==> src/rtl/note_arpeggiator_sequencer_unit_assert.svh <==
// Assertion macros for the arpeggiator sequencer RTL.
`ifndef NOTE_ARPEGGIATOR_SEQUENCER_UNIT_ASSERT_SVH
`define NOTE_ARPEGGIATOR_SEQUENCER_UNIT_ASSERT_SVH
`ifndef ASSERT_OFF
`define ARP_ASSERT_ALWAYS(lbl, clk, rst_n, prop, msg) \
    lbl: assert property (@(posedge clk) disable iff (!rst_n) (prop)) else $error(msg);
`define ARP_ASSERT_NEXT(lbl, clk, rst_n, ante, cons, msg) \
    lbl: assert property (@(posedge clk) disable iff (!rst_n) (ante) |=> (cons)) \
        else $error(msg);
`else
`define ARP_ASSERT_ALWAYS(lbl, clk, rst_n, prop, msg)
`define ARP_ASSERT_NEXT(lbl, clk, rst_n, ante, cons, msg)
`endif
`endif

==> src/rtl/arp_pkg.sv <==
// Shared types, constants and functions of the arpeggiator sequencer.
`timescale 1ns / 1ps
package arp_pkg;

    localparam int HELD_NOTES_DEF  = 16;
    localparam int QUEUE_DEPTH_DEF = 32;
    localparam int MAX_STEPS_DEF   = 8;

    localparam int PITCH_W    = 7;
    localparam int LEVEL_W    = 7;
    localparam int COUNT_W    = 12;
    localparam int LEN_W      = 34;
    localparam int FRAC_W     = 16;
    localparam int RAND_W     = 32;
    localparam int PHASE_W    = 36;
    localparam int EFF_W      = 35;
    localparam int POS_W      = 32;
    localparam int ENTRY_W    = 15;
    localparam int KIND_W     = 3;
    localparam int CFG_IDX_W  = 3;
    localparam int CFG_DATA_W = 34;
    localparam int MOD_DIGITS = 4;
    localparam int SWING_SHIFT = 17;
    localparam int GATE_SHIFT  = 16;
    localparam int XS_A = 13;
    localparam int XS_B = 17;
    localparam int XS_C = 5;

    localparam logic [LEN_W-1:0]  LEN_RST   = 34'd1572864000;
    localparam logic [FRAC_W-1:0] GATE_RST  = 16'd32768;
    localparam logic [FRAC_W-1:0] SWING_RST = 16'd0;
    localparam logic [RAND_W-1:0] RAND_RST  = 32'd1;

    localparam logic [KIND_W-1:0] PAT_UP     = 3'd0;
    localparam logic [KIND_W-1:0] PAT_DOWN   = 3'd1;
    localparam logic [KIND_W-1:0] PAT_UPDOWN = 3'd2;
    localparam logic [KIND_W-1:0] PAT_DOWNUP = 3'd3;
    localparam logic [KIND_W-1:0] PAT_RANDOM = 3'd4;

    typedef enum logic [1:0] {
        MODE_ON      = 2'd0,
        MODE_OFF     = 2'd1,
        MODE_ALL_OFF = 2'd2,
        MODE_ADVANCE = 2'd3
    } mode_t;

    typedef enum logic [CFG_IDX_W-1:0] {
        REG_ENABLED = 3'd0,
        REG_KIND    = 3'd1,
        REG_LENGTH  = 3'd2,
        REG_GATE    = 3'd3,
        REG_SWING   = 3'd4,
        REG_SEED    = 3'd5
    } cfg_reg_t;

    typedef enum logic [2:0] {
        OP_HOLD   = 3'd0,
        OP_INSERT = 3'd1,
        OP_UPDATE = 3'd2,
        OP_REMOVE = 3'd3,
        OP_CLEAR  = 3'd4
    } cell_op_t;

    typedef struct packed {
        logic               valid;
        logic [PITCH_W-1:0] pitch;
        logic [LEVEL_W-1:0] level;
    } note_t;

    typedef struct packed {
        cell_op_t           op;
        logic [PITCH_W-1:0] pitch;
        logic [LEVEL_W-1:0] level;
    } cell_cmd_t;

    typedef struct packed {
        logic               valid;
        logic               is_on;
        logic [PITCH_W-1:0] note;
        logic [LEVEL_W-1:0] velocity;
    } event_t;

    function automatic logic [RAND_W-1:0] xorshift32(input logic [RAND_W-1:0] s);
        logic [RAND_W-1:0] x;
        x = s ^ (s << XS_A);
        x = x ^ (x >> XS_B);
        x = x ^ (x << XS_C);
        return x;
    endfunction

endpackage

==> src/rtl/arp_cell.sv <==
// One cell of the pitch-sorted held-note chain.
`timescale 1ns / 1ps
module arp_cell import arp_pkg::*; (
    input  logic      clk,
    input  logic      rst_n,
    input  cell_cmd_t cmd,
    input  note_t     left_note,
    input  logic      left_open,
    input  logic      left_hit,
    input  note_t     right_note,
    output note_t     note,
    output logic      open,
    output logic      hit
);

    note_t note_reg;
    note_t note_next;
    logic  match;

    assign open  = !note_reg.valid || (note_reg.pitch > cmd.pitch);
    assign match = note_reg.valid && (note_reg.pitch == cmd.pitch);
    assign hit   = left_hit | match;
    assign note  = note_reg;

    always_comb
    begin
        note_next = note_reg;
        case (cmd.op)
            OP_INSERT:
            begin
                if (open && left_open)
                begin
                    note_next = left_note;
                end
                else if (open)
                begin
                    note_next = '{valid: 1'b1, pitch: cmd.pitch, level: cmd.level};
                end
            end
            OP_UPDATE:
            begin
                if (match)
                begin
                    note_next.level = cmd.level;
                end
            end
            OP_REMOVE:
            begin
                if (hit)
                begin
                    note_next = right_note;
                end
            end
            OP_CLEAR:
            begin
                note_next.valid = 1'b0;
            end
            default:
            begin
                note_next = note_reg;
            end
        endcase
    end

    always_ff @(posedge clk or negedge rst_n)
    begin
        if (!rst_n)
        begin
            note_reg <= '0;
        end
        else
        begin
            note_reg <= note_next;
        end
    end

endmodule

==> config.mk <==
export PLATFORM = sky130hd
export DESIGN_NAME = arp_cell
export DESIGN_NICKNAME = d
export VERILOG_FILES = /design/src/rtl/note_arpeggiator_sequencer_unit_assert.svh /design/src/rtl/arp_pkg.sv /design/src/rtl/arp_cell.sv
export SDC_FILE = /design/constraint.sdc
export NUM_CORES = 1
export LEC_CHECK = 0
export BUFFER_PORTS_ARGS = -buffer_cell sky130_fd_sc_hd__buf_2
export CAP_MARGIN = 20
export CORE_UTILIZATION = 45
export DETAILED_ROUTE_END_ITERATION = 10
export HOLD_SLACK_MARGIN = 0.15
export PLACE_DENSITY = 0.79
export SYNTH_ARGS = -nofsm -noshare
export SYNTH_HDL_FRONTEND = slang
export SYNTH_SLANG_ARGS = --single-unit
==> constraint.sdc <==
create_clock -name clk -period 2.8 [get_ports clk]
set_clock_uncertainty 0.05 [all_clocks]
set_input_delay 0.14 -clock clk [delete_from_list [all_inputs] [get_ports clk]]
set_output_delay 0.14 -clock clk [all_outputs]
set_load 0.02 [all_outputs]
# Yosys cells after proc, flatten, opt, wreduce, memory -nomap -nowiden
# Index checks and enable logic that the tools add are counted.
# op_classes
n_lt_le_gt_ge	1
n_eq_ne	8
mux	7
bitwise	1
n_reduce_logical	10
# ops
operator	n
$mux W15	3
$pmux W7 S3	1
$pmux W7 S2	1
$eq A7 B7 Y1	1
$gt A7 B7 Y1	1
$mux W7	1
$eq A3 B2 Y1 const B	2
$reduce_and A3 Y1	2
$reduce_bool A3 Y1	2
$ne A2 B2 Y1 const B	2
$reduce_and A4 Y1	1
$eq A3 B1 Y1 const B	1
$eq A3 B3 Y1 const B	1
$ne A3 B3 Y1 const B	1
$pmux W1 S3	1
$logic_and A1 B1 Y1	2
$reduce_bool A2 Y1	1
$logic_not A1 Y1	1
$logic_or A1 B1 Y1	1
$or A1 B1 Y1	1
# totals
ff_bits	15
in_bits	51

# Longest topological paths before layout
# depth
ltp_word	5
ltp_mapped	8
depth_no_buf	7

# Worst setup path before layout
# No wires, ideal clock.
# synth_timing
kind	register to register
start	register note_reg, in the netlist note[13]
end	register note_reg, in the netlist note[10]
t_arrival_ns	2.089
t_required_ns	2.615
slack_ns	0.526
path_stages_with_launch	8
n_path_buf	1
synth_period_minus_slack_ns	2.274
path_cell_list	dfrtp_1 ha_1 nand2_1 o2111a_1 a2111o_1 buf_2 a221oi_1 a211oi_2
# synth_via
elab_chain_len	5
elab_cells_between_ends	11
# synth_lines
item	line	rtl
start: declaration	arp_cell.sv:16	note_t note_reg;
start signal: assignment	arp_cell.sv:73	note_reg <= note_next;
$gt A7 B7 Y1 or $eq A7 B7 Y1 (tied branches)	arp_cell.sv:20, arp_cell.sv:21	
$logic_or A1 B1 Y1 or $logic_and A1 B1 Y1 (tied branches)	arp_cell.sv:20, arp_cell.sv:21	
$logic_and A1 B1 Y1 or $or A1 B1 Y1 (tied branches)	arp_cell.sv:31, arp_cell.sv:22	
$ne A3 B3 Y1 (no source line) (tied with other cells)	-	
$reduce_and A3 Y1 (no source line) or $pmux W7 S2 (tied branches)	-	
# Several ways; a longest one is shown, not always the timed one.
# A chain may end at the register's enable or synchronous reset.

# Final worst setup path
# layout_timing
start	register note_reg, in the netlist note[13]
end	register note_reg, in the netlist note[7]
# Same word-level chain as after synthesis.

==> results.cfg <==
[synth]
ys_types = 28
ys_ff_latch = 15
syn_avg_cell_area_um2 = 8.26
yosysSeqAreaShare_pct = 28.4
synth_nets = 218
syn_area_um2 = 1320
ys_warn_count = 0
synthCells = 160

[timing]
slew_headroom_pct = 57.2
fin_ws_ns = 0.375
setup_viol = 0
worstMarginPinSlew_ns = 0.638
rsz0062_at_grt = no
timing.fmax_mhz = 412
fin_tns_setup_ns = 0
finalCriticalPeriod_ns = 2.42
whs_ns = 0.146
hold_violations = 0
period_share_pct = 86.6
maxSlewViolCount = 0

[hold_path]
min_from = right_note[1]
hold_end = note[1]$_DFFE_PN0P_
hold_path_class = in2reg
hold_path_depth = 3

[clock_tree]
cts.sinks = 15
path_clk_slew_ns = 0.10
cts-htree-levels = 1
insertion_delay_ns = 0.30
cts_buffers = 3
root_buffer = clkbuf_4
cts_tree = built
cts_buffer_depth = 2

[setup_path]
cp-end-kind = flip-flop
ff2ff_path_depth = 7
r2r-start = note[13]$_DFFE_PN0P_
crit_path_top_delay_cell = a2111o_1
arrival_ns = 2.54
worstSetupPathType = reg2reg
critPathMaxStageDelay_ns = 0.50
startpoint_type = flip-flop
critical_path_required_ns = 2.92
path_cells = ha_1 > nand4_1 > a21o_1 > a2111o_1 > buf_4 > a221oi_1 > a211oi_2
crit_path_max_fanout = 11
reg2reg_to = note[7]$_DFFE_PN0P_
reg2reg_slack_ns = 0.38

[final_layout]
final_core_util_pct = 67.4
final_area_um2 = 1860
final_cells = 273
drive_above_1_share_pct = 38.0
final_common_cell = buf_2
largest_reg_flops = 15
layout_common_cells = buf_2 (67), nand2_1 (18), nor2_1 (17)
final_net_count = 301
fillCellCount = 223
syn2layout_area_growth_pct = 40.7
antennaDiodeCount = 0

[grt]
track_usage_pct = 27.1
grt_pass1_vias = 1484
grt_pass1_wl_mm = 6.73
gr-total-overflow = 0
grt_max_degree = 18
antenna_found_initial = 0

[power_and_ir_drop]
power.density_nw_per_um2 = 538
vdd_drop_max_v = 0.000351
power.leakage_nw = 0.922
finalPower_mw = 1.00

[detailed_routing]
drc_errors = 0
ant_nets = 0
wl_per_cell_um = 14.6
finalWirelength_mm = 3.99
vias = 1543
dr.pass1.iters = 4
drt_iter0_drc = 45
vias_per_cell = 5.65

[floorplan]
die_width_um = 56.2
io_pins = 68
rows = 19
start_util_pct = 47.9
die_h_um = 56.2
dieArea_um2 = 3160
fp.coreArea_um2 = 2760

[run]
maxCapViolCount = 0

[place]
dp.cells = 253
placed_area_um2 = 1670
place_hpwl_mm = 2.85
place_congestion = 0.836
io_buffers = 67
pre_cts_ws_ns = 0.407

[status]
status = finished clean
-- Yosys cell counts --
cell      number  area [um2]
nand2_1       18        67.6
nor2_1        17        63.8
dfrtp_1       15         375
a221oi_1      14         123
inv_1         14        52.6
nor3_1         9        45.0
o31ai_2        8         100
a211oi_1       7        52.6
a211oi_2       7        87.6
ha_1           7        87.6
nand3_1        7        35.0
nor2b_1        7        43.8
clkbuf_1       5        18.8
a21oi_1        3        15.0
and2_1         3        18.8
nand4_1        3        18.8
a21o_1         2        15.0
buf_6          2        22.5
nand2b_1       2        12.5
o21ai_1        2        10.0
a2111o_1       1        11.3
buf_2          1        5.00
inv_2          1        3.75
nand3b_1       1        7.51
nor2_2         1        6.26
o2111a_1       1        11.3
o21ai_0        1        5.00
or2_2          1        6.26
-- cell families after synthesis --
family          count (synthesis)  share of synthesized area (%)
compound gates                 46                           32.6
fa+ha+maj                       7                           6.63
buf+inv                        23                           7.76
flops                          15                           28.4
simple gates                   69                           24.6
-- repair_timing --
item	CTS	global route
buffers inserted	0	0
gates resized for setup	0	0
hold buffers	16	0
hold endpoints to repair	29	0
setup endpoints to repair	0	0
-- critical path, delay by kind of cell, from the launching register on --
kind                     cells  cell delay (ns)
AO/OA/AOI/OAI                4             1.12
adder cells (fa/ha/maj)      1             0.32
buffers and inverters        1             0.22
AND/OR/NAND/NOR              1             0.18
flip-flops                   1             0.41
-- how the worst max path moves through the flow --
stage | from | to | slack [ns] | cells past startpoint
after global placement | note[13]$_DFFE_PN0P_ | note[13]$_DFFE_PN0P_ | 0.46 | 7
final | note[13]$_DFFE_PN0P_ | note[7]$_DFFE_PN0P_ | 0.38 | 7
after global routing | note[13]$_DFFE_PN0P_ | note[7]$_DFFE_PN0P_ | 0.16 | 7
after floorplan | note[13]$_DFFE_PN0P_ | note[10]$_DFFE_PN0P_ | 0.53 | 7
after detailed placement | note[13]$_DFFE_PN0P_ | note[13]$_DFFE_PN0P_ | 0.41 | 7
after CTS | note[13]$_DFFE_PN0P_ | note[14]$_DFFE_PN0P_ | 0.39 | 6
-- per-layer routing --
layer	vias to the layer above	GRT usage (%)	wire, um
met4	0	7.32	44
li1	753	-	-
met2	67	47.6	1930
met3	5	1.40	219
met1	718	36.2	1790
met5	-	0	0
-- power by group --
part | total [mW] | switching [mW] | leakage [nW] | internal [mW]
Sequential | 0.331 | 0.0464 | 0.174 | 0.285
Combinational | 0.538 | 0.320 | 0.730 | 0.217
Clock | 0.132 | 0.0787 | 0.0177 | 0.0532
-- cell type report --
class	instances	area [um2]	area share (%)
clock buffers	3	22.5	1.21
well taps	31	38.8	2.09
multi-input cells	122	843	45.4
clock inverters	1	5.00	0.269
repair buffers	86	518	27.9
flip-flops and latches	15	375	20.2
inverters	15	56.3	3.03
No activity file was read; power rests on OpenSTA's default activity.
