===== config.mk =====
export PLATFORM = sky130hd
export DESIGN_NAME = arp_mod
export DESIGN_NICKNAME = d
export VERILOG_FILES = /design/src/rtl/note_arpeggiator_sequencer_unit_assert.svh /design/src/rtl/arp_pkg.sv /design/src/rtl/arp_mod.sv
export SDC_FILE = /design/constraint.sdc
export NUM_CORES = 1
export LEC_CHECK = 0
export BUFFER_PORTS_ARGS = -buffer_cell sky130_fd_sc_hd__buf_4
export CAP_MARGIN = 20
export CORE_ASPECT_RATIO = 2
export CORE_UTILIZATION = 45
export CTS_BUF_LIST = sky130_fd_sc_hd__clkbuf_16
export CTS_CLUSTER_SIZE = 40
export DETAILED_ROUTE_END_ITERATION = 8
export GPL_ROUTABILITY_DRIVEN = 0
export PLACE_DENSITY = 0.68
export SLEW_MARGIN = 10
export SYNTH_ARGS = -nofsm -noshare
export SYNTH_HDL_FRONTEND = slang
export SYNTH_SLANG_ARGS = --single-unit

===== constraint.sdc =====
create_clock -name clk -period 6.4 [get_ports clk]
set_input_delay 0.32 -clock clk [delete_from_list [all_inputs] [get_ports clk]]
set_output_delay 0.32 -clock clk [all_outputs]
set_load 0.1 [all_outputs]

===== src/rtl/note_arpeggiator_sequencer_unit_assert.svh =====
// Assertion macros for the arpeggiator sequencer RTL.
`ifndef NOTE_ARPEGGIATOR_SEQUENCER_UNIT_ASSERT_SVH
`define NOTE_ARPEGGIATOR_SEQUENCER_UNIT_ASSERT_SVH
`ifndef ASSERT_OFF
`define ARP_ASSERT_ALWAYS(lbl, clk, rst_n, prop, msg) \
    lbl: assert property (@(posedge clk) disable iff (!rst_n) (prop)) else $error(msg);
`define ARP_ASSERT_NEXT(lbl, clk, rst_n, ante, cons, msg) \
    lbl: assert property (@(posedge clk) disable iff (!rst_n) (ante) |=> (cons)) \
        else $error(msg);
`else
`define ARP_ASSERT_ALWAYS(lbl, clk, rst_n, prop, msg)
`define ARP_ASSERT_NEXT(lbl, clk, rst_n, ante, cons, msg)
`endif
`endif


===== src/rtl/arp_pkg.sv =====
// Shared types, constants and functions of the arpeggiator sequencer.
`timescale 1ns / 1ps
package arp_pkg;

    localparam int HELD_NOTES_DEF  = 16;
    localparam int QUEUE_DEPTH_DEF = 32;
    localparam int MAX_STEPS_DEF   = 8;

    localparam int PITCH_W    = 7;
    localparam int LEVEL_W    = 7;
    localparam int COUNT_W    = 12;
    localparam int LEN_W      = 34;
    localparam int FRAC_W     = 16;
    localparam int RAND_W     = 32;
    localparam int PHASE_W    = 36;
    localparam int EFF_W      = 35;
    localparam int POS_W      = 32;
    localparam int ENTRY_W    = 15;
    localparam int KIND_W     = 3;
    localparam int CFG_IDX_W  = 3;
    localparam int CFG_DATA_W = 34;
    localparam int MOD_DIGITS = 4;
    localparam int SWING_SHIFT = 17;
    localparam int GATE_SHIFT  = 16;
    localparam int XS_A = 13;
    localparam int XS_B = 17;
    localparam int XS_C = 5;

    localparam logic [LEN_W-1:0]  LEN_RST   = 34'd1572864000;
    localparam logic [FRAC_W-1:0] GATE_RST  = 16'd32768;
    localparam logic [FRAC_W-1:0] SWING_RST = 16'd0;
    localparam logic [RAND_W-1:0] RAND_RST  = 32'd1;

    localparam logic [KIND_W-1:0] PAT_UP     = 3'd0;
    localparam logic [KIND_W-1:0] PAT_DOWN   = 3'd1;
    localparam logic [KIND_W-1:0] PAT_UPDOWN = 3'd2;
    localparam logic [KIND_W-1:0] PAT_DOWNUP = 3'd3;
    localparam logic [KIND_W-1:0] PAT_RANDOM = 3'd4;

    typedef enum logic [1:0] {
        MODE_ON      = 2'd0,
        MODE_OFF     = 2'd1,
        MODE_ALL_OFF = 2'd2,
        MODE_ADVANCE = 2'd3
    } mode_t;

    typedef enum logic [CFG_IDX_W-1:0] {
        REG_ENABLED = 3'd0,
        REG_KIND    = 3'd1,
        REG_LENGTH  = 3'd2,
        REG_GATE    = 3'd3,
        REG_SWING   = 3'd4,
        REG_SEED    = 3'd5
    } cfg_reg_t;

    typedef enum logic [2:0] {
        OP_HOLD   = 3'd0,
        OP_INSERT = 3'd1,
        OP_UPDATE = 3'd2,
        OP_REMOVE = 3'd3,
        OP_CLEAR  = 3'd4
    } cell_op_t;

    typedef struct packed {
        logic               valid;
        logic [PITCH_W-1:0] pitch;
        logic [LEVEL_W-1:0] level;
    } note_t;

    typedef struct packed {
        cell_op_t           op;
        logic [PITCH_W-1:0] pitch;
        logic [LEVEL_W-1:0] level;
    } cell_cmd_t;

    typedef struct packed {
        logic               valid;
        logic               is_on;
        logic [PITCH_W-1:0] note;
        logic [LEVEL_W-1:0] velocity;
    } event_t;

    function automatic logic [RAND_W-1:0] xorshift32(input logic [RAND_W-1:0] s);
        logic [RAND_W-1:0] x;
        x = s ^ (s << XS_A);
        x = x ^ (x >> XS_B);
        x = x ^ (x << XS_C);
        return x;
    endfunction

endpackage


===== src/rtl/arp_mod.sv =====
// Iterative remainder unit, four dividend bits per cycle.
`timescale 1ns / 1ps
module arp_mod import arp_pkg::*; #(
    parameter int DIV_W = 5
) (
    input  logic             clk,
    input  logic             rst_n,
    input  logic             start,
    input  logic [POS_W-1:0] dividend,
    input  logic [DIV_W-1:0] divisor,
    output logic             busy,
    output logic [DIV_W-1:0] rem
);

    localparam int STEPS = POS_W / MOD_DIGITS;
    localparam int CNT_W = $clog2(STEPS);

    logic [POS_W-1:0] quo_reg, quo_next;
    logic [DIV_W-1:0] rem_reg, rem_next;
    logic [DIV_W-1:0] div_reg, div_next;
    logic [CNT_W-1:0] cnt_reg, cnt_next;
    logic             busy_reg, busy_next;
    logic [DIV_W:0]   r;
    logic [POS_W-1:0] q;

    always_comb
    begin
        r = {1'b0, rem_reg};
        q = quo_reg;
        for (int k = 0; k < MOD_DIGITS; k++)
        begin
            r = {r[DIV_W-1:0], q[POS_W-1]};
            q = {q[POS_W-2:0], 1'b0};
            if (r >= {1'b0, div_reg})
            begin
                r = r - {1'b0, div_reg};
            end
        end
        quo_next  = quo_reg;
        rem_next  = rem_reg;
        div_next  = div_reg;
        cnt_next  = cnt_reg;
        busy_next = busy_reg;
        if (start)
        begin
            quo_next  = dividend;
            rem_next  = '0;
            div_next  = divisor;
            cnt_next  = '0;
            busy_next = 1'b1;
        end
        else if (busy_reg)
        begin
            quo_next = q;
            rem_next = r[DIV_W-1:0];
            cnt_next = cnt_reg + CNT_W'(1);
            if (cnt_reg == CNT_W'(STEPS - 1))
            begin
                busy_next = 1'b0;
            end
        end
    end

    always_ff @(posedge clk or negedge rst_n)
    begin
        if (!rst_n)
        begin
            cnt_reg  <= '0;
            busy_reg <= 1'b0;
        end
        else
        begin
            cnt_reg  <= cnt_next;
            busy_reg <= busy_next;
        end
    end

    always_ff @(posedge clk)
    begin
        quo_reg <= quo_next;
        rem_reg <= rem_next;
        div_reg <= div_next;
    end

    assign busy = busy_reg;
    assign rem  = rem_reg;

endmodule

# Word level (Yosys, flattened, before mapping)
# Index checks and enable logic that the tools add are counted.
# W data, S select, Z words.
dict set report totals {
  ff_bits 46
  n_memories 0
  mem_bits_rw 0
  latch_bits 0
  inputBits 40
  out_inout_bits 6
  mem_bits_ro 0
}
dict set report op_classes {
  n_div 0
  reduce_logical 1
  addsub 5
  order_cmp 4
  bitwise_logic 0
  n_shift 0
  n_mux 11
  n_eq_ne 1
  n_mul 0
}
# cell count
set ops {}
lappend ops {{$mux W32} 2}
lappend ops {{$ge A6 B5 Y1} 4}
lappend ops {{$mux W5} 4}
lappend ops {{$sub A5 B5 Y5} 4}
lappend ops {{$mux W3} 2}
lappend ops {{$add A3 B1 Y3 const B} 1}
lappend ops {{$eq A3 B3 Y1 const B} 1}
lappend ops {{$mux W1} 3}
lappend ops {{$reduce_bool A2 Y1} 1}

# Logic depth before layout (Yosys ltp)
dict set report logic_depth {
  ltp_word 8
  ltp_mapped 36
  ltp_nobuf 34
}

# Worst setup path after synthesis
# OpenSTA, ideal clock, no wires.
dict set report synth_path {
  path_type {register to register}
  start {reg rem_reg[2], in the netlist rem[2]}
  end {reg rem_reg[1], in the netlist rem[1]}
  stages_incl_launch_ff 32
  arrival_time_ns 6.902
  setup_ns 0.101
  synth_period_minus_slack_ns 7.003
  path_buffers 2
  path_slack_ns -0.603
  path_cell_list {dfxtp_1 ha_1 a21o_1 a211o_1 nor2_1 mux2_2 ha_1 a31o_2 a31oi_1 and3_1 buf_2 nor2_1 a21oi_1 inv_1 ha_1 nand2_1 a21boi_0 o21a_1 o21a_1 a311o_1 buf_6 nor2_1 a21oi_1 fa_1 a21o_1 a21oi_1 o21a_1 o21ai_0 mux2i_1 mux2i_4 nor2b_1 o41ai_1}
}
dict set report synth_between {
  elab_chain_len 8
}
# element line_no
set synth_lines {}
lappend synth_lines {{start, declared} arp_mod.sv:19} ;# logic [DIV_W-1:0] rem_reg, rem_next;
lappend synth_lines {{start signal, assigned} arp_mod.sv:81} ;# rem_reg <= rem_next;
lappend synth_lines {{$sub A5 B5 Y5 / $ge A6 B5 Y1 (equally long branches)} {arp_mod.sv:36, arp_mod.sv:34}}
lappend synth_lines {{$mux W5 (*)} arp_mod.sv:34} ;# if (r >= {1'b0, div_reg})
lappend synth_lines {{$sub A5 B5 Y5 / $ge A6 B5 Y1 (equally long branches)} {arp_mod.sv:36, arp_mod.sv:34}}
lappend synth_lines {{$mux W5 (*)} arp_mod.sv:34}
lappend synth_lines {{$ge A6 B5 Y1 / $sub A5 B5 Y5 (equally long branches)} {arp_mod.sv:34, arp_mod.sv:36}}
lappend synth_lines {{$mux W5 (*)} arp_mod.sv:34}
lappend synth_lines {{$sub A5 B5 Y5 / $ge A6 B5 Y1 (equally long branches)} {arp_mod.sv:36, arp_mod.sv:34}}
lappend synth_lines {{$mux W5 (*)} arp_mod.sv:34}
# Every way passes the cells marked *; elsewhere a longest branch is shown, timed or not.
# A chain may end at the register's enable or synchronous reset.

# Final worst setup path
dict set report layout_path {
  start {reg quo_reg[31]}
  end {reg rem_reg[2], in the netlist rem[2]}
}
dict set report layout_between {
  elab_chain_len 8
}
# element line_no
set layout_lines {}
lappend layout_lines {{start, declared} arp_mod.sv:18} ;# logic [POS_W-1:0] quo_reg, quo_next;
lappend layout_lines {{start signal, assigned} arp_mod.sv:80} ;# quo_reg <= quo_next;
lappend layout_lines {{$sub A5 B5 Y5 / $ge A6 B5 Y1 (equally long branches)} {arp_mod.sv:36, arp_mod.sv:34}}
lappend layout_lines {{$mux W5 (*)} arp_mod.sv:34}
lappend layout_lines {{$sub A5 B5 Y5 / $ge A6 B5 Y1 (equally long branches)} {arp_mod.sv:36, arp_mod.sv:34}}
lappend layout_lines {{$mux W5 (*)} arp_mod.sv:34}
lappend layout_lines {{$sub A5 B5 Y5 / $ge A6 B5 Y1 (equally long branches)} {arp_mod.sv:36, arp_mod.sv:34}}
lappend layout_lines {{$mux W5 (*)} arp_mod.sv:34}
lappend layout_lines {{$ge A6 B5 Y1 / $sub A5 B5 Y5 (equally long branches)} {arp_mod.sv:34, arp_mod.sv:36}}
lappend layout_lines {{$mux W5 (*)} arp_mod.sv:34}
# Marks and branches as above.

==> impl_metrics.json <==
{
  "clk_transition_reported_paths_ns": 0.06,
  "drive_gt1_share_pct": 50.4,
  "vias": 2269,
  "final_common_cell": "buf_4",
  "startpoint_type": "register",
  "clk_latency_ns": 0.29,
  "synthCells": 242,
  "dp_hpwl_um": 5410,
  "hold_violations": 0,
  "grt_pass1_wl_um": 10700,
  "synthFlopType": "edfxtp_1",
  "skew_ns": 0.00473,
  "die_x_um": 58.8,
  "path_buf_inv": 5,
  "drc": 0,
  "cp.required_ns": 6.58,
  "layout_common_cells": "buf_4, edfxtp_1, mux2_2",
  "clock-sinks": 46,
  "coreArea_mm2": 0.00626,
  "portBuffers": 45,
  "wirelength_um": 7180,
  "nNetsFinal": 402,
  "drt_pre_antenna_iters": 4,
  "avgSynthCellArea_um2": 12.0,
  "grt_pass1_vias": 2343,
  "largest_reg_flops": 32,
  "cp-end-kind": "register",
  "synth_seq_cells": 46,
  "h-tree-depth": 2,
  "slowest_stage": "edfxtp_1",
  "antenna_cells_inserted": 0,
  "multi_input_area_mm2": 0.00167,
  "synth_cell_types": 45,
  "crit_type": "register to register",
  "cts_tree": "built",
  "period_minus_slack_ns": 6.22,
  "numCtsBuffers": 5,
  "cts_root_buf": "clkbuf_16",
  "fillers": 515,
  "synth-edff-count": 37,
  "fin_util_pct": 64.1,
  "worstMarginPinSlew_ns": 0.510,
  "area_delta_synth_final_pct": 38.3,
  "critPathArrivalTime_ns": 6.40,
  "ys_seq_area_share_pct": 45.2,
  "dieArea_mm2": 0.00679,
  "cts_buffer_depth": 2,
  "viasPerCell": 5.36,
  "synth_area_mm2": 0.00290,
  "antenna_found_initial": 0,
  "die_height_um": 116,
  "hp-class": "primary input to register",
  "synth_nets": 308,
  "max_freq_ghz": 0.161,
  "cp_top_family": "compound AO/OA/AOI/OAI gates",
  "drtIter0Drc": 132,
  "antenna_left": 0,
  "max_slew_margin_pct": 66.0,
  "grt_usage_pct": 22.0,
  "ff_latch_area_mm2": 0.00132,
  "maxSlewViolCount": 0,
  "final-setup-viol-count": 0,
  "ys.warnings.count": 0,
  "ioPinCount": 46,
  "start_util_pct": 46.4,
  "fin_crit_sh_pct": 97.2,
  "synth-async-reset-ratio_pct": 8.70,
  "cp_max_fo": 6,
  "cp_slowest_stage_delay_ns": 0.40,
  "grt_max_degree": 46,
  "maxCapViolCount": 0,
  "wire_per_inst_um": 17.0,
  "status": "completed",
  "fp-row-count": 41,
  "gr-total-overflow": 0
}
## layer usage
metal	GRT usage (%)	wire length (um)
met5	0	0
met4	16.3	342
met3	3.68	221
met2	41.1	4130
met1	20.1	2480
## final cells by class
type                       count  share of cell area [%]
timing repair buffer          94                    17.6
inverter                      18                    1.68
sequential                    46                    32.9
clock buffer                   5                    3.12
clock inverter                 3                   0.312
multi-input combinational    171                    41.7
tap                           86                    2.68
## worst register-to-register path, delay by kind of cell (launching register included)
| family | cells | cell delay [ns] |
|---|---|---|
| adders and majority gates | 5 | 1.32 |
| buffers and inverters | 5 | 0.56 |
| DFF | 1 | 0.40 |
| and+or+nand+nor | 5 | 0.69 |
| muxes | 4 | 0.93 |
| AOI/OAI and AO/OA | 12 | 2.19 |
## timing repair
item                                   CTS  global route
hold buffers                             1             0
pin swaps                                0            16
buffers inserted                         2             5
setup endpoints to repair                5             5
gates cloned                             0             0
endpoints found under the hold margin    4             0
gates resized for setup                  4            33
## logic make-up (layout without fill, tap and decap cells)
logic type	count (synthesis)	after routing	share of synthesized area, %
multiplexers	41	41	16.0
buffers and inverters	25	120	3.54
AND/OR/NAND/NOR	47	47	8.54
AO/OA/AOI/OAI	48	48	11.8
XOR/XNOR	9	9	2.72
flip-flops	46	46	45.2
adder cells (fa/ha/maj)	26	26	12.2
## cell usage after synthesis, types with 2 or more instances
cell	number	area (um^2)
o21a_1	4	30.0
or3_1	2	12.5
nor3_1	2	10.0
ha_1	22	275
a21oi_1	12	60.1
mux2i_1	8	80.1
clkbuf_1	2	7.51
nand3_1	6	30.0
nor2_1	11	41.3
xor2_1	2	17.5
a21o_1	7	52.6
mux2_2	32	360
nand2_1	6	22.5
xnor2_1	7	61.3
buf_1	3	11.3
a211oi_1	2	15.0
and3_1	5	31.3
edfxtp_1	37	1110
and3b_1	2	17.5
and2_1	5	31.3
dfrtp_1	4	100
inv_1	18	67.6
or2_2	2	12.5
fa_1	4	80.1
o21ai_0	9	45.0
dfxtp_1	5	100
nor2b_1	2	12.5
a21boi_0	3	22.5
o211ai_2	2	25.0
## path summary, 6_finish.rpt
path | from | end | slack [ns] | cells past startpoint
setup / recovery | quo_reg[31] | rem[2] | 0.18 | 31
max in group asynchronous | rst_n | cnt_reg[2] | 5.94 | 2
min in group asynchronous | rst_n | cnt_reg[0] | 0.36 | 2
hold / removal | divisor[1] | div_reg[1] | 0.21 | 1
hold reg to reg | cnt_reg[1] | cnt_reg[1] | 0.53 | 2
setup reg to reg | quo_reg[31] | rem[2] | 0.18 | 31
## per-stage QoR
step | TNS, ns | cell area (um^2) | std cells | hold slack (ns) | setup slack, ns
6_report | 0 | 4010 | 423 | 0.205 | 0.177
5_1_grt | -0.440 | 4010 | 423 | 0.194 | -0.127
2_1_floorplan | 0 | 2930 | 242 | 0.0244 | 0.00921
3_5_place_dp | -0.506 | 3650 | 408 | 0.118 | -0.190
3_3_place_gp | -0.000818 | 3650 | 408 | 0.118 | -0.000818
4_1_cts | 0 | 3820 | 419 | 0.196 | 0.00389
Power is not shown: default switching activity piles up to over one toggle a cycle in this logic, so the estimate is an artifact.
