--- config.mk ---
export PLATFORM = sky130hd
export DESIGN_NAME = arp_ram
export DESIGN_NICKNAME = d
export VERILOG_FILES = /design/src/rtl/note_arpeggiator_sequencer_unit_assert.svh /design/src/rtl/arp_ram.sv
export SDC_FILE = /design/constraint.sdc
export NUM_CORES = 1
export LEC_CHECK = 0
export BUFFER_PORTS_ARGS = -buffer_cell sky130_fd_sc_hd__buf_2
export CAP_MARGIN = 20
export CORE_ASPECT_RATIO = 0.6
export CORE_MARGIN = 2
export CORE_UTILIZATION = 40
export CTS_CLUSTER_SIZE = 10
export DETAILED_ROUTE_END_ITERATION = 10
export GPL_TIMING_DRIVEN = 0
export PLACE_DENSITY_LB_ADDON = 0.15
export SLEW_MARGIN = 25
export SYNTH_ARGS = -nofsm -noshare
export SYNTH_HDL_FRONTEND = slang
export SYNTH_SLANG_ARGS = --single-unit
--- constraint.sdc ---
create_clock -name clk -period 3.1 [get_ports clk]
set_input_delay 0.155 -clock clk [delete_from_list [all_inputs] [get_ports clk]]
set_output_delay 0.155 -clock clk [all_outputs]
set_load 0.01 [all_outputs]
--- src/rtl/note_arpeggiator_sequencer_unit_assert.svh ---
// Assertion macros for the arpeggiator sequencer RTL.
`ifndef NOTE_ARPEGGIATOR_SEQUENCER_UNIT_ASSERT_SVH
`define NOTE_ARPEGGIATOR_SEQUENCER_UNIT_ASSERT_SVH
`ifndef ASSERT_OFF
`define ARP_ASSERT_ALWAYS(lbl, clk, rst_n, prop, msg) \
    lbl: assert property (@(posedge clk) disable iff (!rst_n) (prop)) else $error(msg);
`define ARP_ASSERT_NEXT(lbl, clk, rst_n, ante, cons, msg) \
    lbl: assert property (@(posedge clk) disable iff (!rst_n) (ante) |=> (cons)) \
        else $error(msg);
`else
`define ARP_ASSERT_ALWAYS(lbl, clk, rst_n, prop, msg)
`define ARP_ASSERT_NEXT(lbl, clk, rst_n, ante, cons, msg)
`endif
`endif

--- src/rtl/arp_ram.sv ---
// Generic single-write, single-read RAM with registered read data.
`timescale 1ns / 1ps
module arp_ram #(
    parameter int WIDTH = 8,
    parameter int DEPTH = 4
) (
    input  logic                     clk,
    input  logic                     we,
    input  logic [$clog2(DEPTH)-1:0] waddr,
    input  logic [WIDTH-1:0]         wdata,
    input  logic [$clog2(DEPTH)-1:0] raddr,
    output logic [WIDTH-1:0]         rdata
);

    logic [WIDTH-1:0] mem_reg [DEPTH];
    logic [WIDTH-1:0] rdata_reg;

    always_ff @(posedge clk)
    begin
        if (we)
        begin
            mem_reg[waddr] <= wdata;
        end
        rdata_reg <= mem_reg[raddr];
    end

    assign rdata = rdata_reg;

endmodule

Yosys cells after proc, flatten, opt, wreduce, memory -nomap -nowiden --
Memory sizes are Yosys's and may differ from the RTL's. A register that Yosys moved wholly into a read port is not among the register bits. Cells that the tools add are included.
Operators by class: muxes and demuxes 2
Operators by type and width (number):
- 1-bit 2-to-1 mux | 2
Word-level totals: bits in registers 0, bits in writable memories 32, memories 1
Memories:
- mem_reg | depth 4, width 8, rd ports 1, clocked after Yosys merged registers in 1, wr ports 1, line arp_ram.sv:15 | logic [WIDTH-1:0] mem_reg [DEPTH];

Longest topological paths before layout --
Gate-level depths: netlist of run 1.
depth after elaboration 2, gate-level depth with buffers 2, mapped depth without buffers 1

Worst setup path before layout of run 1 --
Ideal clock, no wire load.
kind input-to-reg, from input port waddr[0], to memory mem_reg[0][0] (enable), path slack 1.881 ns, arrival time 0.834 ns, required time 2.715 ns, stages 1, path buffers 0, cell sequence nor3b_1
RTL lines:
- from (decl) | line arp_ram.sv:9 | input logic [$clog2(DEPTH)-1:0] waddr,
- to (decl) | line arp_ram.sv:15
No word-level cell before the write port.

Worst setup path in the final report of run 1 --
from input port waddr[0], to memory mem_reg[0][1] (enable)
No word-level cell before the write port.

==> run_results.csv, run 1 <==
group,metric,value,unit
status,outcome,"finished clean",
global_route,grt_remaining_overflow,0,
clock_tree,cts_made_buffers,5,
logic_synthesis,synth_top_family_by_area,"multiplexers",
sta,rsz0062_at_grt,"no",
floorplan,fp-row-count,16,
min_path,hold_class,"input port to flip-flop",
setup_path,required,3.02,ns
clock_tree,cts_sinks,40,
placement,portBuffers,19,
clock_tree,ctsHtreeMaxLevel,2,
sta,tns,0,ns
logic_synthesis,synth-adder-area-share,0,%
setup_path,rrSetupSlack,2.13,ns
floorplan,die_h,48.98,um
clock_tree,root_buffer,"clkbuf_8",
floorplan,io_pins,22,
cells_and_area,fin_util,48.92,%
pwr,powerDensity,629.2,nW/um2
routing,drcViolationCount,0,
pwr,peakVddDrop,0.0002707,V
cells_and_area,largest_reg_flops,32,
routing,dr_total_vias,600,
clock_tree,cts_tree,"done",
setup_path,crit_end,"mem_reg[0][1]",
pwr,total_power,0.9982,mW
sta,hold_viol,0,
setup_path,slowest_stage,"nor3b_2",
logic_synthesis,synth_compound_area_share,0,%
global_route,track_usage,12.02,%
setup_path,endpoint_kind,"flip-flop",
setup_path,critical_path_arrival,0.90,ns
floorplan,die_w,78.97,um
sta,setup_viol,0,
setup_path,r2r_start,"mem_reg[3][3]",
sta,max-slew-margin-rel,50.42,%
cells_and_area,layout-drive-gt1-share,44.44,%
routing,post_drt_wl_per_cell,15.44,um
logic_synthesis,synth_area,1349,um2
clock_tree,worst_skew_pair.late_latency,0.29,ns
sta,tightest_slew,0.7405,ns
logic_synthesis,yosys.area_share.simple,2.319,%
sta,period_share,31.84,%
clock_tree,postCtsSetupRepairBufs,0,
global_route,antenna_found_initial,0,
floorplan,die-area,3868,um2
job,drv_cap,0,
routing,dr.pass1.iters,4,
routing,drt_iter0_markers,66,
sta,fin_crit,0.9870,ns
sta,slew_violations,0,
setup_path,slowest_delay,0.63,ns
routing,routed_via_density,4.762,
clock_tree,ctsHoldBuffers,0,
setup_path,path_cells,"buf_2 > nor3b_2",
clock_tree,clockBufferDepth,2,
setup_path,crit_family,"simple AND/OR/NAND/NOR gates",
logic_synthesis,yosys.area_share.xor_xnor,0,%
setup_path,crit_cells,2,
logic_synthesis,postSynthAreaPerCell,24.98,um2
routing,antenna_left,0,
clock_tree,clk_pin_slew,0.07,ns
floorplan,initial_utilization,41.59,%
sta,fmax,1.013,GHz
global_route,grt_pass1_wl,3.105,mm
cells_and_area,nets,94,
global_route,grt_pass1_vias,607,
setup_path,criticalPathCategory,"input port to flip-flop",
setup_path,critPathLaunch,"waddr[0]",
setup_path,r2r_cells,1,
sta,skew,0.005764,ns
logic_synthesis,syn_nets,68,
routing,finalWirelength,1.945,mm
floorplan,core_area,3243,um2
logic_synthesis,syn_inst,54,
cells_and_area,diodes,0,
setup_path,path_buf_inv,1,
logic_synthesis,ys_seq_area_share,83.12,%
setup_path,startpoint_type,"input port",
pwr,p_leak,0.5624,nW
logic_synthesis,synthMuxAreaShare,13.36,%
cells_and_area,fill_cells,281,
cells_and_area,area_growth,17.63,%
clock_tree,cts_resized,0,
placement,place.gp.congestion,0.6130,
setup_path,r2r_end,"rdata[3]",
global_route,grt_max_degree,13,
logic_synthesis,ys_ff_latch,40,
setup_path,worstPathMaxFanout,8,
logic_synthesis,ys_types,8,
logic_synthesis,synth_warnings,0,
## cells by family (layout without fill, tap and decap cells)
logic type             count (synthesis)  count (layout)
buffers and inverters                  2              29
muxes                                  8               8
and+or+nand+nor                        4               4
DFF                                   40              40
## worst min path at each step
stage / start / end / slack (ns) / cells after the start
detailed placement: wdata[7] / mem_reg[2][7] / 0.37 / 1
global route: wdata[7] / mem_reg[1][7] / 0.07 / 1
CTS: wdata[7] / mem_reg[3][7] / 0.07 / 1
global placement: wdata[7] / mem_reg[0][7] / 0.36 / 1
floorplan: wdata[0] / mem_reg[0][0] / 0.25 / 0
finish: wdata[7] / mem_reg[2][7] / 0.08 / 1
## final cells by class
cell class | count | area, um2 | area share, %
buffer | 2 | 16.27 | 1.025
clock buffer | 7 | 76.32 | 4.811
clock inverter | 1 | 5.005 | 0.3155
multi-input combinational | 12 | 216.5 | 13.64
sequential | 40 | 1121 | 70.66
tap | 45 | 56.30 | 3.549
timing repair buffer | 19 | 95.09 | 5.994
## synthesized netlist by cell type (all sizes together)
cell type	number	area (um2)
mux4	8	180.2
dfxtp	8	160.2
buf	1	11.26
and3	1	6.260
edfxtp	32	960.9
and3b	2	17.52
clkbuf	1	5.000
nor3b	1	7.510
## per-stage QoR
step           hold slack [ns]  instances  setup WS (ns)  area [um2]
3_3_place_gp            0.3622        118          1.300        1500
4_1_cts                0.06859        126          2.089        1587
6_report               0.07814        126          2.113        1587
3_5_place_dp            0.3739        118          1.784        1505
5_1_grt                0.06992        126          2.043        1587
2_1_floorplan           0.2539         54          1.881        1349
## report_power, final
part	total (mW)	switching (mW)	internal, mW
sequential	0.618	0.00650	0.612
clock	0.320	0.163	0.158
combinational	0.0597	0.0295	0.0302
## metal layers
metal | wire (um) | up-vias | track usage (%)
met5 | 0 | - | 0
met3 | 86 | 5 | 5.000
li1 | - | 271 | -
met1 | 859 | 308 | 14.20
met2 | 941 | 16 | 17.37
met4 | 58 | 0 | 9.483
## cell usage in the layout (no fill, tap or decap), drive strengths merged
master,instances
mux4,8
dfxtp,8
nor3b,1
and3b,2
clkinv,1
clkbuf,8
buf,20
and3,1
edfxtp,32
No activity file was read; power rests on OpenSTA's default activity.
==> run 2: changes to the inputs <==
==> constraint.sdc (replaced) <==
create_clock -name clk -period 0.9 [get_ports clk]
set_input_delay 0.045 -clock clk [delete_from_list [all_inputs] [get_ports clk]]
set_output_delay 0.045 -clock clk [all_outputs]
set_load 0.01 [all_outputs]
==> run 2 against run 1 <==
The run now ends with setup timing left. Setup slack got worse by 2.2 ns. Clock power rose to 4.4 times the previous value. Sequential share of layout area fell by 4.8 points. Cell area rose by 7.3%. Cell count rose by 6.3%.
==> run_results.csv, run 2 (synthesized netlist as in run 1, its figures left out) <==
group,metric,value,unit
floorplan,die_w,78.97,um
cells_and_area,instances_no_fill,134,
cells_and_area,layout-drive-gt1-share,42.70,%
floorplan,initial_utilization,41.59,%
sta,slew_violations,0,
setup_path,worstPathMaxFanout,1,
min_path,hp-start,"raddr[0]",
clock_tree,cts_made_buffers,5,
setup_path,r2r_cells,1,
sta,fin_crit,0.9529,ns
global_route,grt_pass1_vias,618,
global_route,grt_pass1_wl,3.098,mm
placement,portBuffers,19,
clock_tree,cts_tree,"done",
cells_and_area,most-common-layout-cells,"32 x edfxtp_1, 19 x buf_2, 8 x mux4_2, 8 x dlygate4sd3_1, 8 x dfxtp_1",
setup_path,required,1.06,ns
setup_path,r2r_start,"mem_reg[3][6]",
min_path,min_path_cells,2,
routing,drt_iter0_markers,25,
min_path,hold_class,"input port to flip-flop",
clock_tree,postCtsSetupRepairBufs,0,
job,drv_cap,0,
pwr,total_power,3.780,mW
global_route,antenna_found_initial,0,
clock_tree,worst_skew_pair.late_latency,0.28,ns
floorplan,die_h,48.98,um
sta,period_share,105.9,%
clock_tree,cts_sinks,40,
setup_path,slowest_stage,"mux4_2",
placement,dp_cells,118,
floorplan,fp-row-count,16,
routing,post_drt_wl_per_cell,14.43,um
routing,dr_total_vias,608,
setup_path,rrSetupSlack,-0.05,ns
floorplan,die-area,3868,um2
placement,place_ws,-0.3059,ns
cells_and_area,area_growth,26.25,%
routing,routed_via_density,4.537,
pwr,p_leak,0.6106,nW
routing,antenna_left,0,
setup_path,r2r_end,"rdata[6]",
routing,drcViolationCount,0,
placement,dp_hpwl,1.211,mm
global_route,grt_max_degree,14,
cells_and_area,nets,102,
sta,fin_ws,-0.05291,ns
clock_tree,clockBufferDepth,2,
setup_path,startpoint_type,"flip-flop",
sta,setup_viol,8,
setup_path,endpoint_kind,"flip-flop",
sta,skew,0.005653,ns
clock_tree,root_buffer,"clkbuf_8",
global_route,grt_remaining_overflow,0,
floorplan,core_area,3243,um2
status,outcome,"finished, violations left",
routing,dr.pass1.iters,4,
global_route,track_usage,11.99,%
placement,place.gp.congestion,0.5788,
setup_path,critical_path_arrival,1.11,ns
cells_and_area,diodes,0,
floorplan,io_pins,22,
sta,fmax,1.049,GHz
clock_tree,clk_pin_slew,0.08,ns
sta,tightest_slew,0.5296,ns
status,violations,"setup timing",
clock_tree,ctsHtreeMaxLevel,2,
setup_path,criticalPathCategory,"flip-flop to flip-flop",
setup_path,path_buf_inv,0,
setup_path,path_cells,"mux4_2",
pwr,powerDensity,2220,nW/um2
sta,hold_viol,0,
min_path,holdPathEnd,"rdata[5]",
cells_and_area,largest_reg_flops,32,
routing,finalWirelength,1.933,mm
setup_path,crit_family,"multiplexers",
cells_and_area,final_common_cell,"edfxtp_1",
sta,max-slew-margin-rel,64.65,%
pwr,peakVddDrop,0.0008387,V
sta,rsz0062_at_grt,"yes",
setup_path,slowest_delay,0.47,ns
run 2: cell types whose count changed in the layout (fill, tap and decap cells not counted), sizes merged:
cell	before	now
clkinvlp	0	1
clkbuf	8	6
dlygate4sd3	0	8
bufinv	0	1
run 2: how the worst max path moves through the flow:
stage | from | end | slack, ns | cells after the start
floorplan | mem_reg[3][0] | rdata[0] | -0.009 | 1
global placement | waddr[0] | mem_reg[0][0] | -0.29 | 2
detailed placement | waddr[0] | mem_reg[0][3] | -0.31 | 2
CTS | mem_reg[2][6] | rdata[6] | -0.06 | 1
global route | mem_reg[3][6] | rdata[6] | -0.11 | 1
finish | mem_reg[3][6] | rdata[6] | -0.05 | 1
run 2: layout make-up:
cell class | count | area [um2]
Buffer | 2 | 16.27
Clock buffer | 5 | 68.82
Clock inverter | 3 | 42.54
Fill cell | 274 | 1540
Multi-Input combinational cell | 12 | 222.7
Sequential cell | 40 | 1121
Tap cell | 45 | 56.30
Timing Repair Buffer | 27 | 175.2
run 2: metrics by stage:
stage                     utilization, %  hold slack, ns  instance area (um2)  TNS [ns]
after global routing               52.51          0.1513                 1703   -0.5689
final                              52.51          0.1519                 1703   -0.3273
after global placement             46.41          0.2522                 1505    -4.716
after CTS                          52.51          0.1426                 1703   -0.3462
after floorplan                        -          0.1439                 1354  -0.07060
after detailed placement           46.41          0.2678                 1505    -4.900
run 2: routing by layer:
layer	global-route usage [%]	vias up	wire length [um]
met5	0	-	0
met4	7.759	0	19
met3	5.556	2	96
met2	17.09	15	899
met1	14.72	302	917
li1	-	289	-
run 2: where the power goes:
group          switching [mW]  leakage, nW  total [mW]  internal (mW)
Sequential             0.0215        0.361        2.13           2.11
Combinational           0.108        0.195       0.237          0.129
Clock                   0.596       0.0541        1.42          0.820
run 2: what timing repair did:
action	in CTS	in global routing
cloned	0	0
resized for setup	1	0
setup endpoints to repair	16	8
endpoints found under the hold margin	32	0
hold buffers	8	0
==> run 3: changes to the inputs <==
--- a/config.mk
+++ b/config.mk
@@ -13,6 +13,7 @@
 export CTS_CLUSTER_SIZE = 10
 export DETAILED_ROUTE_END_ITERATION = 10
 export GPL_TIMING_DRIVEN = 0
+export MAX_ROUTING_LAYER = met4
 export PLACE_DENSITY_LB_ADDON = 0.15
 export SLEW_MARGIN = 25
 export SYNTH_ARGS = -nofsm -noshare
==> run 3 against run 2 <==
The flow still finishes with violations (setup timing). Cell count did not move. Non-clock buffer count did not move. Via count grew 0.66%. Hold slack worse by 0.0018 ns. Total power about the same. Core utilization unchanged. Combinational power barely moved. Critical path depth is the same. First-iteration DRC count fell by 4.0%. Die area is the same. Fmax did not move. Clock skew about the same. Critical path type unchanged. Largest cell class unchanged. Largest power group unchanged.
==> run_results.csv, run 3 (synthesized netlist as in run 1, its figures left out) <==
group,metric,value,unit
status,outcome,"finished, violations left",
status,violations,"setup timing",
routing,antenna_left,0,
floorplan,core_area,3243,um2
cells_and_area,finalInstanceArea,1703,um2
clock_tree,cts_made_buffers,5,
clock_tree,clockBufferDepth,2,
sta,max-slew-margin-rel,65.17,%
cells_and_area,most-common-layout-cells,"32 x edfxtp_1, 19 x buf_2, 8 x mux4_2, 8 x dlygate4sd3_1, 8 x dfxtp_1",
cells_and_area,layout-drive-gt1-share,42.70,%
routing,dr_total_vias,612,
clock_tree,worst_skew_pair.late_latency,0.28,ns
cells_and_area,nets,102,
sta,fmax,1.049,GHz
clock_tree,root_buffer,"clkbuf_8",
sta,fin_ws,-0.05291,ns
global_route,grt_pass1_vias,625,
setup_path,slowest_delay,0.47,ns
clock_tree,clk_pin_slew,0.08,ns
sta,period_share,105.9,%
placement,portBuffers,19,
setup_path,required,1.06,ns
setup_path,path_cells,"mux4_2",
clock_tree,cts_tree,"done",
sta,fin_crit,0.9529,ns
setup_path,startpoint_type,"flip-flop",
sta,rsz0062_at_grt,"yes",
sta,skew,0.005658,ns
routing,finalWirelength,1.932,mm
floorplan,fp-row-count,16,
floorplan,die_w,78.97,um
routing,post_drt_wl_per_cell,14.42,um
routing,routed_via_density,4.567,
cells_and_area,largest_reg_flops,32,
routing,drcViolationCount,0,
cells_and_area,diodes,0,
cells_and_area,final_common_cell,"edfxtp_1",
min_path,hold_class,"input port to flip-flop",
placement,place.gp.congestion,0.5819,
pwr,peakVddDrop,0.0008391,V
cells_and_area,area_growth,26.25,%
routing,drt_iter0_markers,24,
setup_path,worstPathMaxFanout,1,
setup_path,endpoint_kind,"flip-flop",
setup_path,critical_path_arrival,1.12,ns
setup_path,slowest_stage,"mux4_2",
placement,place_area,1505,um2
routing,dr.pass1.iters,4,
global_route,grt_pass1_wl,3.098,mm
floorplan,io_pins,22,
global_route,track_usage,12.34,%
pwr,p_leak,0.6106,nW
clock_tree,cts_sinks,40,
setup_path,criticalPathCategory,"flip-flop to flip-flop",
global_route,antenna_found_initial,0,
sta,tns,-0.3238,ns
sta,hold_viol,0,
sta,setup_viol,8,
global_route,grt_max_degree,14,
floorplan,initial_utilization,41.59,%
clock_tree,postCtsSetupRepairBufs,0,
setup_path,crit_family,"multiplexers",
clock_tree,ctsHtreeMaxLevel,2,
job,drv_cap,0,
sta,tightest_slew,0.5219,ns
placement,dp_hpwl,1.211,mm
global_route,grt_remaining_overflow,0,
floorplan,die-area,3868,um2
floorplan,die_h,48.98,um
pwr,powerDensity,2222,nW/um2
setup_path,path_buf_inv,0,
sta,slew_violations,0,
[run 3: metrics by stage]
step | std cells | worst slack [ns] | power (mW) | util [%] | hold WS [ns]
floorplan | 54 | -0.008825 | 2.282 | - | 0.1439
global placement | 118 | -0.2880 | 2.374 | 46.41 | 0.2522
detailed placement | 118 | -0.3059 | 2.381 | 46.41 | 0.2678
CTS | 134 | -0.05548 | 3.820 | 52.51 | 0.1426
global route | 134 | -0.1093 | 3.936 | 52.51 | 0.1512
finish | 134 | -0.05291 | 3.783 | 52.51 | 0.1502
[run 3: timing repair]
action                                  4_1_cts  5_1_grt
gates resized for setup                       1        0
hold endpoints to repair                     32        0
hold buffers                                  8        0
pin swaps                                     0        0
endpoints found under the setup margin       16        8
[run 3: where the power goes]
| group | switching [mW] | internal, mW | leakage [nW] |
|---|---|---|---|
| Clock | 0.599 | 0.820 | 0.0541 |
| Combinational | 0.108 | 0.129 | 0.195 |
| Sequential | 0.0215 | 2.11 | 0.361 |
[run 3: per-layer routing]
metal | track usage, % | up-vias | wire (um)
met4 | 7.759 | 0 | 41
met3 | 5.556 | 5 | 78
met2 | 17.09 | 16 | 875
met5 | - | - | 0
li1 | - | 288 | -
met1 | 14.72 | 303 | 936
[run 3: path summary, 6_finish.rpt]
| kind | to | start | slack, ns | cells after the start |
|---|---|---|---|---|
| worst min-delay path | rdata[0] | raddr[0] | 0.15 | 2 |
| worst max-delay path | rdata[6] | mem_reg[3][6] | -0.05 | 1 |
| worst min register to register | rdata[1] | mem_reg[0][1] | 0.56 | 1 |
| worst max register to register | rdata[6] | mem_reg[3][6] | -0.05 | 1 |
[run 3: final cells by class]
type | instances | area, um2
Clock buffer | 5 | 68.82
Buffer | 2 | 16.27
Timing Repair Buffer | 27 | 175.2
Tap cell | 45 | 56.30
Sequential cell | 40 | 1121
Multi-Input combinational cell | 12 | 222.7
Fill cell | 274 | 1540
Clock inverter | 3 | 42.54
